--- src/rtl/sfs_pkg.sv ---
// Shared types, register indexes and codes for the sprite frame sequencer.
`default_nettype none
package sfs_pkg;

  localparam int FRAME_BITS = 8;
  localparam int TICK_BITS  = 24;

  localparam int FIELD_FRAME_BITS = 8;
  localparam int SIZE_BITS        = 11;
  localparam int ROW_BITS         = 8;
  localparam int TPF_BITS         = 24;
  localparam int LOOP_BITS        = 16;
  localparam int ORDER_BITS       = 2;
  localparam int MODE_BITS        = 2;
  localparam int RECT_BITS        = 18;
  localparam int CFG_INDEX_BITS   = 3;
  localparam int CFG_DATA_BITS    = 24;

  localparam logic [TPF_BITS-1:0] TPF_RESET = TPF_BITS'(30);

  // Register indexes on the configuration port.
  localparam logic [CFG_INDEX_BITS-1:0] REG_FRAME_WIDTH     = 3'd0;
  localparam logic [CFG_INDEX_BITS-1:0] REG_FRAME_HEIGHT    = 3'd1;
  localparam logic [CFG_INDEX_BITS-1:0] REG_ROW_INDEX       = 3'd2;
  localparam logic [CFG_INDEX_BITS-1:0] REG_FIRST_FRAME     = 3'd3;
  localparam logic [CFG_INDEX_BITS-1:0] REG_LAST_FRAME      = 3'd4;
  localparam logic [CFG_INDEX_BITS-1:0] REG_TICKS_PER_FRAME = 3'd5;
  localparam logic [CFG_INDEX_BITS-1:0] REG_LOOP_LIMIT      = 3'd6;
  localparam logic [CFG_INDEX_BITS-1:0] REG_PLAY_ORDER      = 3'd7;

  // Event codes.
  localparam logic [MODE_BITS-1:0] MODE_TICK  = 2'd0;
  localparam logic [MODE_BITS-1:0] MODE_PLAY  = 2'd1;
  localparam logic [MODE_BITS-1:0] MODE_PAUSE = 2'd2;
  localparam logic [MODE_BITS-1:0] MODE_LOAD  = 2'd3;

  // Playback orders; the fourth code holds the frame.
  localparam logic [ORDER_BITS-1:0] ORDER_FWD  = 2'd0;
  localparam logic [ORDER_BITS-1:0] ORDER_REV  = 2'd1;
  localparam logic [ORDER_BITS-1:0] ORDER_PING = 2'd2;

  typedef logic [FRAME_BITS-1:0] frame_t;
  typedef logic [TICK_BITS-1:0]  tick_t;

  typedef struct packed {
    logic [SIZE_BITS-1:0]  frame_width;
    logic [SIZE_BITS-1:0]  frame_height;
    logic [ROW_BITS-1:0]   row_index;
    logic [FIELD_FRAME_BITS-1:0] first_frame;
    logic [FIELD_FRAME_BITS-1:0] last_frame;
    logic [TPF_BITS-1:0]   ticks_per_frame;
    logic [LOOP_BITS-1:0]  loop_limit;
    logic [ORDER_BITS-1:0] play_order;
  } sfs_cfg_t;

  // Register file contents after reset.
  localparam sfs_cfg_t CFG_RESET = '{
    frame_width:     '0,
    frame_height:    '0,
    row_index:       '0,
    first_frame:     '0,
    last_frame:      '0,
    ticks_per_frame: TPF_RESET,
    loop_limit:      '0,
    play_order:      '0
  };

  typedef struct packed {
    frame_t               frame;
    tick_t                ticks;
    logic                 playing;
    logic [LOOP_BITS-1:0] loops;
    logic                 going_back;
  } sfs_state_t;

endpackage
`default_nettype wire

--- src/rtl/sfs_step.sv ---
// Next-state logic of the sequencer for one event.
`default_nettype none
module sfs_step
  import sfs_pkg::*;
(
  input  wire sfs_state_t       state_cur,
  input  wire sfs_cfg_t         cfg,
  input  wire logic [MODE_BITS-1:0]  mode,
  input  wire logic [FIELD_FRAME_BITS-1:0] frame_value,
  output sfs_state_t            state_nxt,
  output logic                  stepped
);

  localparam int CMP_BITS = (TICK_BITS > TPF_BITS) ? TICK_BITS : TPF_BITS;

  frame_t               lo;
  frame_t               hi;
  frame_t               target;
  logic                 gb_target;
  logic                 wrap;
  logic                 limit_on;
  logic                 limit_hit;
  logic [LOOP_BITS-1:0] loops_inc;
  tick_t                ticks_inc;

  always_comb begin
    lo        = FRAME_BITS'(cfg.first_frame);
    hi        = FRAME_BITS'(cfg.last_frame);
    loops_inc = (state_cur.loops != '1) ? state_cur.loops + LOOP_BITS'(1) : state_cur.loops;
    limit_on  = (cfg.loop_limit != '0);
    limit_hit = limit_on && (loops_inc >= cfg.loop_limit);
    ticks_inc = (state_cur.ticks != '1) ? state_cur.ticks + TICK_BITS'(1) : state_cur.ticks;

    // Candidate frame for a period step, and whether it is a loop wrap.
    wrap      = 1'b0;
    target    = state_cur.frame;
    gb_target = state_cur.going_back;
    case (cfg.play_order)
      ORDER_FWD: begin
        if (state_cur.frame >= hi) begin
          wrap   = 1'b1;
          target = lo;
        end else begin
          target = state_cur.frame + FRAME_BITS'(1);
        end
      end
      ORDER_REV: begin
        if (state_cur.frame <= lo) begin
          wrap   = 1'b1;
          target = hi;
        end else begin
          target = state_cur.frame - FRAME_BITS'(1);
        end
      end
      ORDER_PING: begin
        if (!state_cur.going_back) begin
          if (state_cur.frame >= hi) begin
            gb_target = 1'b1;
            target    = (hi != '0) ? hi - FRAME_BITS'(1) : '0;
          end else begin
            target = state_cur.frame + FRAME_BITS'(1);
          end
        end else begin
          if (state_cur.frame <= lo) begin
            wrap      = 1'b1;
            gb_target = 1'b0;
            target    = (lo != '1) ? lo + FRAME_BITS'(1) : lo;
          end else begin
            target = state_cur.frame - FRAME_BITS'(1);
          end
        end
      end
      default: begin
        target = state_cur.frame;
      end
    endcase

    state_nxt = state_cur;
    stepped   = 1'b0;
    case (mode)
      MODE_TICK: begin
        if (state_cur.playing &&
            !(cfg.frame_width == '0 && cfg.frame_height == '0)) begin
          if (CMP_BITS'(ticks_inc) >= CMP_BITS'(cfg.ticks_per_frame)) begin
            state_nxt.ticks = '0;
            stepped         = 1'b1;
            if (wrap && limit_on) begin
              state_nxt.loops = loops_inc;
            end
            // Reaching the loop limit stops playback on the current frame.
            if (wrap && limit_hit) begin
              state_nxt.playing = 1'b0;
            end else begin
              state_nxt.frame      = target;
              state_nxt.going_back = gb_target;
            end
          end else begin
            state_nxt.ticks = ticks_inc;
          end
        end
      end
      MODE_PLAY: begin
        state_nxt.ticks   = '0;
        state_nxt.playing = 1'b1;
      end
      MODE_PAUSE: begin
        state_nxt.playing = 1'b0;
      end
      MODE_LOAD: begin
        state_nxt.frame = FRAME_BITS'(frame_value);
      end
      default: begin
        state_nxt = state_cur;
      end
    endcase
  end

endmodule
`default_nettype wire

--- src/rtl/sprite_frame_sequencer.sv ---
// Top level of the sprite animation frame sequencer with register file and pipeline.
// Path: an accepted word goes into the input register, then moves into the output register and state as the pipe moves.
// Throughput: one word per cycle while the output is not stalled; the state update loop sets this rate.
// The output register and the input register let a new word enter while a result waits.
// Reset (synchronous, rst_n low) stops playback, zeroes frame, ticks, loop count and
// direction, and loads register defaults (ticks_per_frame 30, all others zero).
`default_nettype none
module sprite_frame_sequencer
  import sfs_pkg::*;
(
  input  wire logic                        clk,
  input  wire logic                        rst_n,

  input  wire logic                        in_valid,
  output logic                             in_stall,
  input  wire logic [MODE_BITS-1:0]        in_mode,
  input  wire logic [FIELD_FRAME_BITS-1:0] in_frame_value,

  output logic                             out_valid,
  input  wire logic                        out_stall,
  output logic [FIELD_FRAME_BITS-1:0]      out_frame_index,
  output logic [RECT_BITS-1:0]             out_rect_x,
  output logic [RECT_BITS-1:0]             out_rect_y,
  output logic                             out_is_playing,
  output logic                             out_stepped,

  input  wire logic                        cfg_valid,
  output logic                             cfg_ready,
  input  wire logic [CFG_INDEX_BITS-1:0]   cfg_index,
  input  wire logic [CFG_DATA_BITS-1:0]    cfg_data
);

  // Configuration registers. Writes are always taken; the host writes only
  // while the sequencer is idle.
  sfs_cfg_t cfg_r;
  sfs_cfg_t cfg_nxt;

  assign cfg_ready = 1'b1;

  always_comb begin
    cfg_nxt = cfg_r;
    if (cfg_valid && cfg_ready) begin
      case (cfg_index)
        REG_FRAME_WIDTH:     cfg_nxt.frame_width     = cfg_data[SIZE_BITS-1:0];
        REG_FRAME_HEIGHT:    cfg_nxt.frame_height    = cfg_data[SIZE_BITS-1:0];
        REG_ROW_INDEX:       cfg_nxt.row_index       = cfg_data[ROW_BITS-1:0];
        REG_FIRST_FRAME:     cfg_nxt.first_frame     = cfg_data[FIELD_FRAME_BITS-1:0];
        REG_LAST_FRAME:      cfg_nxt.last_frame      = cfg_data[FIELD_FRAME_BITS-1:0];
        REG_TICKS_PER_FRAME: cfg_nxt.ticks_per_frame = cfg_data[TPF_BITS-1:0];
        REG_LOOP_LIMIT:      cfg_nxt.loop_limit      = cfg_data[LOOP_BITS-1:0];
        REG_PLAY_ORDER:      cfg_nxt.play_order      = cfg_data[ORDER_BITS-1:0];
        default:             cfg_nxt = cfg_r;
      endcase
    end
  end

  always_ff @(posedge clk) begin
    if (!rst_n) begin
      cfg_r <= CFG_RESET;
    end else begin
      cfg_r <= cfg_nxt;
    end
  end

  // Pipeline control. The whole pipe moves whenever the output register is
  // empty or its word is being taken; the input register stalls the
  // upstream side only when it is full and the pipe cannot move.
  logic                        s1_valid_r;
  logic [MODE_BITS-1:0]        s1_mode_r;
  logic [FIELD_FRAME_BITS-1:0] s1_frame_value_r;
  logic                        out_valid_r;
  logic                        out_stepped_r;
  logic                        pipe_move;
  logic                        s1_load;
  logic                        update;

  assign pipe_move = !out_valid_r || !out_stall;
  assign in_stall  = s1_valid_r && !pipe_move;
  assign s1_load   = in_valid && !in_stall;
  assign update    = s1_valid_r && pipe_move;

  always_ff @(posedge clk) begin
    if (!rst_n) begin
      s1_valid_r <= 1'b0;
    end else if (!s1_valid_r || pipe_move) begin
      s1_valid_r <= s1_load;
    end
  end

  always_ff @(posedge clk) begin
    if (s1_load) begin
      s1_mode_r        <= in_mode;
      s1_frame_value_r <= in_frame_value;
    end
  end

  // Sequencer state advances exactly when a word moves into the output
  // register, so the state always matches the word on display.
  sfs_state_t state_r;
  sfs_state_t state_nxt;
  logic       stepped_nxt;

  sfs_step u_step (
    .state_cur   (state_r),
    .cfg         (cfg_r),
    .mode        (s1_mode_r),
    .frame_value (s1_frame_value_r),
    .state_nxt   (state_nxt),
    .stepped     (stepped_nxt)
  );

  always_ff @(posedge clk) begin
    if (!rst_n) begin
      state_r     <= '0;
      out_valid_r <= 1'b0;
    end else begin
      if (update) begin
        state_r <= state_nxt;
      end
      if (pipe_move) begin
        out_valid_r <= s1_valid_r;
      end
    end
  end

  always_ff @(posedge clk) begin
    if (update) begin
      out_stepped_r <= stepped_nxt;
    end
  end

  // The rectangle origin is formed from registered values after the state
  // register, so it holds steady while the output word is stalled, as long as the configuration is not written.
  logic [FRAME_BITS+SIZE_BITS-1:0] rect_x_full;
  logic [ROW_BITS+SIZE_BITS-1:0]   rect_y_full;

  assign rect_x_full = (FRAME_BITS+SIZE_BITS)'(state_r.frame) *
                       (FRAME_BITS+SIZE_BITS)'(cfg_r.frame_width);
  assign rect_y_full = (ROW_BITS+SIZE_BITS)'(cfg_r.row_index) *
                       (ROW_BITS+SIZE_BITS)'(cfg_r.frame_height);

  assign out_valid       = out_valid_r;
  assign out_frame_index = FIELD_FRAME_BITS'(state_r.frame);
  assign out_rect_x      = RECT_BITS'(rect_x_full);
  assign out_rect_y      = RECT_BITS'(rect_y_full);
  assign out_is_playing  = state_r.playing;
  assign out_stepped     = out_stepped_r;

`ifndef NO_ASSERTIONS
  // The input side is held off only while the input register is occupied.
  a_stall_needs_word: assert property (@(posedge clk) disable iff (!rst_n)
    in_stall |-> s1_valid_r)
    else $error("input stalled with an empty input register");

  // Without a word moving forward, the sequencer state must not change.
  a_state_only_on_update: assert property (@(posedge clk) disable iff (!rst_n)
    !update |=> $stable(state_r))
    else $error("sequencer state changed without an event");

  // A period step always restarts the tick counter.
  a_step_clears_ticks: assert property (@(posedge clk) disable iff (!rst_n)
    (update && stepped_nxt) |=> (state_r.ticks == '0))
    else $error("tick counter not cleared on a frame step");

  // The loop count only ever grows outside reset.
  a_loops_monotonic: assert property (@(posedge clk) disable iff (!rst_n)
    1'b1 |=> (state_r.loops >= $past(state_r.loops)))
    else $error("loop count decreased");

  // A reported step belongs to a tick event that was counted while playing.
  a_step_from_tick: assert property (@(posedge clk) disable iff (!rst_n)
    stepped_nxt |-> (s1_mode_r == MODE_TICK && state_r.playing))
    else $error("step reported for a non-tick event");
`endif

endmodule
`default_nettype wire
--- config.mk ---
export PLATFORM = sky130hd
export DESIGN_NAME = sprite_frame_sequencer
export DESIGN_NICKNAME = d
export VERILOG_FILES = /design/src/rtl/sfs_pkg.sv /design/src/rtl/sfs_step.sv /design/src/rtl/sprite_frame_sequencer.sv
export SDC_FILE = /design/constraint.sdc
export NUM_CORES = 1
export LEC_CHECK = 0
export ABC_AREA = 1
export BUFFER_PORTS_ARGS = -buffer_cell sky130_fd_sc_hd__clkbuf_2
export CORE_ASPECT_RATIO = 0.75
export CORE_MARGIN = 4
export CORE_UTILIZATION = 45
export CTS_BUF_LIST = sky130_fd_sc_hd__clkbuf_16
export DETAILED_ROUTE_END_ITERATION = 10
export MAX_ROUTING_LAYER = met4
export PLACE_DENSITY = 0.66
export SYNTH_ARGS = -nofsm -noshare
export SYNTH_HDL_FRONTEND = slang
export SYNTH_SLANG_ARGS = --single-unit
export TNS_END_PERCENT = 5
--- constraint.sdc ---
create_clock -name clk -period 13.9 [get_ports clk]
set_clock_uncertainty 0.1 [all_clocks]
set_input_delay 1.39 -clock clk [delete_from_list [all_inputs] [get_ports clk]]
set_output_delay 1.39 -clock clk [all_outputs]
set_load 0.1 [all_outputs]
# Word-level counts from Yosys, hierarchy flattened
# Cells that the tools add are included.
[totals] regBits=151 latch_bits=0 ramBits=0 rom_bits=0 input_bits=42 output_inout_bits=49 word_cells=120 memories=0
[op_classes] add_sub_neg=6 n_mul=2 n_div=0 order_cmp=4 eq_ne=20 n_shift=0 mux=29 n_bitwise=1 reduce_logical=40
[op_table] cell="$mux W8" n=9
[op_table] cell="$mux W50" n=1
[op_table] cell="$mux W24" n=2
[op_table] cell="$pmux W24 S2" n=1
[op_table] cell="$mul A8 B11 Y18" n=2
[op_table] cell="$mux W16" n=2
[op_table] cell="$add A24 B1 Y24 const B" n=1
[op_table] cell="$ge A24 B24 Y1" n=1
[op_table] cell="$ne A24 B24 Y1 const B" n=1
[op_table] cell="$pmux W8 S3" n=1
[op_table] cell="$logic_not A11 Y1" n=2
[op_table] cell="$mux W18" n=1
[op_table] cell="$reduce_and A2 Y1" n=9
[op_table] cell="$add A16 B1 Y16 const B" n=1
[op_table] cell="$add A8 B1 Y8 const B" n=2
[op_table] cell="$ge A16 B16 Y1" n=1
[op_table] cell="$ne A16 B16 Y1 const B" n=1
[op_table] cell="$pmux W8 S2" n=1
[op_table] cell="$reduce_bool A16 Y1" n=1
[op_table] cell="$sub A8 B1 Y8 const B" n=2
[op_table] cell="$eq A3 B3 Y1 const B" n=4
[op_table] cell="$reduce_and A6 Y1" n=2
[op_table] cell="$reduce_and A5 Y1" n=2
[op_table] cell="$mux W1" n=9
[op_table] cell="other kinds (21)" n=43

# Logic depth before layout (Yosys ltp)
# Gate-level depths: netlist (run 1).
[logic_depth] depth_word=9 ltp_mapped=25 ltp_nobuf=24

# Hierarchy
# Synthesis (run 1) repeated with hierarchy kept, for this count alone.
[hier_totals] hier_cells=2556 area_unflattened_um2=16498.3
[by_module_without_submodules] mod="sprite_frame_sequencer" n_inst=1 cells_each=1614 area_each_um2=11419.7 seq_area_each_um2=3133.0
[by_module_without_submodules] mod="sfs_step" n_inst=1 cells_each=942 area_each_um2=5078.6 seq_area_each_um2=0.0

# Worst setup path after synthesis (run 1)
# No wires, ideal clock.
[synth_timing] path_kind="register to output" from="reg state_r (netlist bit out_frame_index[4])" to="out out_rect_x[12]" arrival_ns=5.746 required_ns=12.410 setup_slack_ns=6.664 path_stages_with_launch=19 path_buffers=2 path_cell_list="dfxtp_1 clkbuf_1 clkbuf_1 nand2_1 fa_1 fa_1 inv_1 fa_1 inv_1 fa_1 inv_1 ha_1 a21o_1 a21oi_1 o21ai_0 nand2_1 nand2_1 a21o_1 xor2_1"
[synth_via] elab_chain_len=1
[synth_rtl] item="from (decl)" line="sprite_frame_sequencer.sv:99" rtl="sfs_state_t state_r;"
[synth_rtl] item="from (signal assigned)" line="sprite_frame_sequencer.sv:118" rtl="state_r <= state_nxt;"
[synth_rtl] item="$mul A8 B11 Y18" line="sprite_frame_sequencer.sv:137" rtl="assign rect_x_full = (FRAME_BITS+SIZE_BITS)'(state_r.frame) *"
[synth_rtl] item="to (decl)" line="sprite_frame_sequencer.sv:22" rtl="output logic [RECT_BITS-1:0] out_rect_x,"
# Every way passes these cells.

# Final worst setup path (run 1)
[layout_timing] from="reg state_r (netlist bit out_frame_index[4])" to="out out_rect_x[14]"
# The elaborated chain is that of the path after synthesis.

==> out/qor.yml, run 1 <==
synth_top_family_by_area: "adder cells"
start_util: 0.456
yosysUniqueCellTypes: 48
max_clock_freq_mhz: 139
synth_area_per_cell_sq_um: 6.79
p_leak_nw: 9.29
clk_latency_ns: 0.43
overflow: 0
clkSlewWorstSetupHoldPaths_ns: 0.06
synth_fa_ha_area_frac: 0.254
cts-root-buf: "clkbuf_16"
syn_area_sq_mm: 0.0153
regArea_sq_mm: 0.00313
wire_per_inst_microns: 14.4
row_count: 58
fin_crit_ns: 7.21
yosysSeqAreaShare: 0.205
final_cell_mix: "nand2_1 (538), inv_1 (463), nor2_1 (220)"
dp_hpwl_microns: 31100
netlist_instances: 2252
fp.dieW_microns: 221
rsz0062_at_grt: "false"
synth_nets: 2541
grt_pass1_vias: 13000
cp-start-kind: "flop"
dr_total_vias: 13800
cts_inserted_buffers: 17
drc: 0
drive_above_1_share: 0.0653
cts_resized: 0
cts_sinks: 151
finalCritPeriodShare: 0.519
die_area_sq_mm: 0.0370
drv_slew: 0
drt_iter0_markers: 1117
track_usage: 0.218
use_met2: 0.328
postCtsHoldBufs: 0
htreeDepth: 4
cap_violations: 0
relSlewSlack: 0.197
ios: 91
synth-seq-cells: 151
core_sq_mm: 0.0335
ys_warn_count: 0
path_class: "reg -> out"
powerDensity_mw_per_mm2: 67.9
hold_violations: 0
fillers: 3435
cts_tree: "built"
finalNetCount: 2558
drt-total-wl_microns: 39300
grt_pass1_wl_microns: 65700
clockBufferDepth: 2
tightest_slew_ns: 1.20
yosys.area_share.xor_xnor: 0.0407
total_power_mw: 1.11
end_kind: "output pin"
grt_max_degree: 108
io_buffer_count: 89
place.gp.congestion: 1.00
timing.hold.worst.class: "reg -> reg"
antenna_found_initial: 1
area_delta_synth_final_pct: 7.29
synth-simple-area-share: 0.250
post-cts-setup-buffers: 0
required_ns: 12.41
irDropWorstVdd_v: 0.0000750
setup_tns_ns: 0
use_met3: 0.0312
synth-compound-area-share: 0.105
layout_commonest_cell: "nand2_1"
path_max_fanout: 21
worstPathArrival_ns: 5.72
ant_nets: 0
synth.area.mux_share: 0
setup_viol: 0
use_met1: 0.317
die_y_microns: 168
first_pass_iters: 6
status: "finished clean"
top_usage_layer: "met2"
multiInputGateArea_sq_mm: 0.00993
vias_per_cell: 5.06
layout make-up:
class | count | area share
diodes | 1 | 0.000153
clock buffers | 17 | 0.0259
repair buffers | 90 | 0.0276
multi-input cells | 1543 | 0.606
inverters | 466 | 0.107
flip-flops and latches | 151 | 0.191
clock inverters | 15 | 0.00847
well taps | 450 | 0.0343
per-stage QoR:
step / util / hold slack [ns] / area [sq um] / instances / setup WS (ns)
2_1_floorplan: - / 0.335 / 15300 / 2252 / 6.66
4_1_cts: 0.489 / 0.366 / 16400 / 2732 / 6.70
3_3_place_gp: 0.472 / 0.349 / 15800 / 2700 / 7.29
3_5_place_dp: 0.472 / 0.356 / 15800 / 2700 / 7.18
6_report: 0.489 / 0.363 / 16400 / 2733 / 6.69
5_1_grt: 0.489 / 0.385 / 16400 / 2733 / 6.40
synth_stat cells, drive strengths merged:
| cell | count | area share |
|---|---|---|
| nand2 | 542 | 0.13 |
| inv | 465 | 0.11 |
| nor2 | 227 | 0.057 |
| a21oi | 142 | 0.047 |
| ha | 141 | 0.12 |
| dfxtp | 140 | 0.18 |
| o21ai | 128 | 0.043 |
| fa | 106 | 0.14 |
| nand3 | 82 | 0.028 |
| xor2 | 56 | 0.032 |
| clkbuf | 47 | 0.012 |
| buf | 45 | 0.019 |
| nand4 | 39 | 0.016 |
| nor3 | 21 | 0.0093 |
| xnor2 | 15 | 0.0086 |
| edfxtp | 11 | 0.022 |
| a21o | 8 | 0.0039 |
| nor4 | 7 | 0.0038 |
| a31oi | 5 | 0.0020 |
| o211ai | 5 | 0.0025 |
| o21a | 4 | 0.0020 |
| o21bai | 3 | 0.0015 |
| or2 | 3 | 0.0012 |
| a211oi | 2 | 0.00098 |
| a21boi | 2 | 0.00098 |
| clkinv | 1 | 0.00025 |
| conb | 1 | 0.00025 |
| o2111ai | 1 | 0.00057 |
| o22ai | 1 | 0.00041 |
| o31ai | 1 | 0.00049 |
| or3 | 1 | 0.00041 |
critical path, cell delays in order, from the launching register on:
cell	delay, ns
dfxtp_1	0.90
nand2_1	0.20
fa_1	0.54
fa_1	0.49
inv_1	0.05
fa_1	0.53
inv_1	0.05
fa_1	0.53
inv_1	0.04
ha_1	0.36
a21o_1	0.20
a21oi_1	0.23
o21ai_0	0.18
nand2_1	0.09
nand2_1	0.05
a21o_1	0.17
nand3_1	0.09
nand3_1	0.08
nand2_1	0.07
clkbuf_2	0.45
report_power, final:
part           internal [mW]  leakage [nW]  switching [mW]
Combinational         0.0524          7.78           0.143
Clock                  0.235         0.274           0.212
Sequential             0.450          1.24          0.0201
Total                  0.738          9.29           0.375
cells by family (layout without fill, tap and decap cells):
kind of cell | after synthesis | after routing
and+or+nand+nor | 922 | 922
buffers and inverters | 558 | 588
AOI/OAI and AO/OA | 302 | 302
adders and majority gates | 247 | 247
DFF | 151 | 151
xor gates and xnor gates | 71 | 71
other | 1 | 2
path summary, 6_finish.rpt:
| kind | startpoint | end | slack [ns] | cells past startpoint |
|---|---|---|---|---|
| max | out_frame_index[4] | out_rect_x[14] | 6.69 | 19 |
| min reg2reg | cfg_r[26] | cfg_r[26] | 0.36 | 2 |
| max reg2reg | state_r[18] | state_r[4] | 9.09 | 19 |
| min | cfg_r[26] | cfg_r[26] | 0.36 | 2 |
per-layer routing:
layer,part of all wire,routed length (microns)
met1,0.49,19300
met3,0.058,2260
met4,0.011,439
met2,0.44,17200
met5,0,0
flip-flops by register name, indices dropped and copies added (netlist names):
name              cells
cfg_r                88
state_r              41
out_frame_index       8
s1_frame_value_r      8
s1_mode_r             2
out_is_playing        1
out_stepped           1
out_valid             1
s1_valid_r            1
Note: power is estimated with default switching activity, not from simulation.
==> inputs of run 2 (changes only) <==
--- a/config.mk
+++ b/config.mk
@@ -5,7 +5,7 @@
 export SDC_FILE = /design/constraint.sdc
 export NUM_CORES = 1
 export LEC_CHECK = 0
-export ABC_AREA = 1
+export ABC_AREA = 0
 export BUFFER_PORTS_ARGS = -buffer_cell sky130_fd_sc_hd__clkbuf_2
 export CORE_ASPECT_RATIO = 0.75
 export CORE_MARGIN = 4
==> constraint.sdc (replaced) <==
create_clock -name clk -period 7 [get_ports clk]
set_clock_uncertainty 0.1 [all_clocks]
set_input_delay 0.7 -clock clk [delete_from_list [all_inputs] [get_ports clk]]
set_output_delay 0.7 -clock clk [all_outputs]
set_load 0.1 [all_outputs]
==> out/qor.yml, run 2 <==
core_sq_mm: 0.0317
clkSlewWorstSetupHoldPaths_ns: 0.07
wire_per_inst_microns: 16.4
cap_violations: 0
status: "finished clean"
drt_iter0_markers: 723
r2r_slack_ns: 1.53
yosysMostFrequentCell: "nand2_1"
r2r_start: "state_r[20]"
largest_register: "cfg_r"
track_usage: 0.220
synth_top_flop_cell: "dfxtp_1"
dpl-instance-area_sq_mm: 0.0153
row_count: 56
grt_pass1_vias: 11900
yosysSeqAreaShare: 0.214
drc: 0
grt_max_degree: 90
drv_slew: 0
ios: 91
relSlewSlack: 0.210
ant_nets: 0
finalNetCount: 2146
synthArstFlopShare: 0
hp-start: "in_frame_value[7]"
synth_top_area_frac: 0.191
netlist_instances: 1831
drt-total-wl_microns: 37800
worstPathArrival_ns: 5.87
dp_hpwl_microns: 29000
fp.dieW_microns: 216
p_leak_nw: 7.04
finalCritPeriodShare: 0.952
overflow: 0
synth_edf_count: 11
htreeDepth: 4
fin_crit_ns: 6.67
irDropWorstVdd_v: 0.000165
clk_latency_ns: 0.44
r2r-end: "out_frame_index[7]"
setup_viol: 0
synth_top_area_cell: "dfxtp_1"
synth-seq-cells: 151
reg2reg_depth: 15
tightest_slew_ns: 1.18
required_ns: 6.20
path_class: "reg -> out"
die_y_microns: 164
clockBufferDepth: 2
largest_register_ffs: 88
dr_total_vias: 12500
hold_violations: 0
yosys-top-cells-area: "dfxtp_1 (19%), fa_1 (14%), ha_1 (12%), nand2_1 (6.8%), and2_1 (6.6%)"
total_power_mw: 2.09
cts-root-buf: "clkbuf_16"
cts_tree: "built"
timing.hold.worst.class: "in -> reg"
min_path_cells: 1
holdPathEnd: "s1_frame_value_r[7]"
finish.utilization: 0.504
antenna_found_initial: 0
die_area_sq_mm: 0.0356
synth_nets: 2120
max_clock_freq_mhz: 150
grt_pass1_wl_microns: 62600
final_cell_mix: "nand2_1 (266), inv_1 (210), and2_1 (154)"
cts_sinks: 151
drive_above_1_share: 0.0866
yosys-top-cells-count: "nand2_1 (266), inv_1 (211), and2_1 (154), ha_1 (141), dfxtp_1 (140)"
reg_top3: "cfg_r (88), state_r (41)"
io_buffer_count: 89
layout_commonest_cell: "nand2_1"
syn_area_sq_mm: 0.0147
powerDensity_mw_per_mm2: 131
rsz0062_at_grt: "false"
synth_area_per_cell_sq_um: 8.01
setup_tns_ns: 0
end_kind: "output pin"
stdcell_area_sq_mm: 0.0160
first_pass_iters: 5
vias_per_cell: 5.42
place.gp.congestion: 0.910
path_max_fanout: 15
ys_warn_count: 0
yosysUniqueCellTypes: 72
cts_inserted_buffers: 17
area_delta_synth_final_pct: 8.76
start_util: 0.463
post-cts-setup-buffers: 0
cp-start-kind: "flop"
==> run 2: how the worst max path moves through the flow <==
| stage | to | slack (ns) | from | depth (start not counted) |
|---|---|---|---|---|
| after floorplan | out_rect_x[17] | 0.32 | out_frame_index[5] | 17 |
| after global placement | out_rect_x[17] | 0.83 | out_frame_index[3] | 16 |
| after detailed placement | out_rect_y[17] | 0.77 | cfg_r[65] | 16 |
| after CTS | out_rect_x[17] | 0.32 | out_frame_index[3] | 16 |
| after global routing | out_rect_x[17] | 0.08 | out_frame_index[3] | 16 |
| final | out_rect_x[17] | 0.33 | out_frame_index[3] | 16 |
==> run 2: cells by family after synthesis <==
kind of cell	after synthesis	synth area share
buffers and inverters	305	0.0821
and+or+nand+nor	716	0.239
AOI/OAI and AO/OA	304	0.134
muxes	19	0.0133
DFF	151	0.214
other	1	0.000256
adders and majority gates	247	0.265
xor gates and xnor gates	88	0.0526
==> run 2: through the flow <==
step	hold slack (ns)	cells	worst slack [ns]
after floorplan	0.332	1831	0.315
after global placement	0.343	2273	0.832
after detailed placement	0.348	2273	0.772
after CTS	0.322	2305	0.317
after global routing	0.311	2305	0.0813
final	0.332	2306	0.333
==> run 2: repair_timing <==
item | 4_1_cts | 5_1_grt
endpoints found under the hold margin | 0 | 0
hold buffers | 0 | 0
endpoints found under the setup margin | 0 | 1
resized for setup | 0 | 1
==> run 2: layout make-up <==
type                       instances  area [sq um]
clock buffer                      18           450
tap                              435           544
fill                            3088         15700
inverter                         211           793
antenna                            1          2.50
multi-input combinational       1375         10300
clock inverter                    14           153
timing repair buffer             101           536
sequential                       151          3130
==> run 2: critical path: stages, from the launching register on <==
cell       delay, ns
dfxtp_1         0.68
nand2_1         0.15
fa_1            0.50
fa_1            0.50
inv_1           0.06
fa_1            0.53
inv_1           0.06
fa_1            0.54
inv_1           0.04
ha_1            0.33
a21boi_0        0.18
o41ai_1         0.55
o2111ai_1       0.27
a31o_2          0.28
a21oi_1         0.17
xnor2_1         0.13
clkbuf_2        0.47
==> run 2: layer usage <==
| metal | vias up | GRT usage | routed length [microns] |
|---|---|---|---|
| li1 | 6149 | - | - |
| met1 | 5981 | 0.317 | 18600 |
| met2 | 333 | 0.335 | 16900 |
| met3 | 39 | 0.0314 | 1890 |
| met4 | 0 | 0.0430 | 500 |
| met5 | - | - | 0 |
==> run 2: report_power, final <==
part	internal, mW	switching, mW
Sequential	0.886	0.0244
Clock	0.525	0.414
Combinational	0.0684	0.170
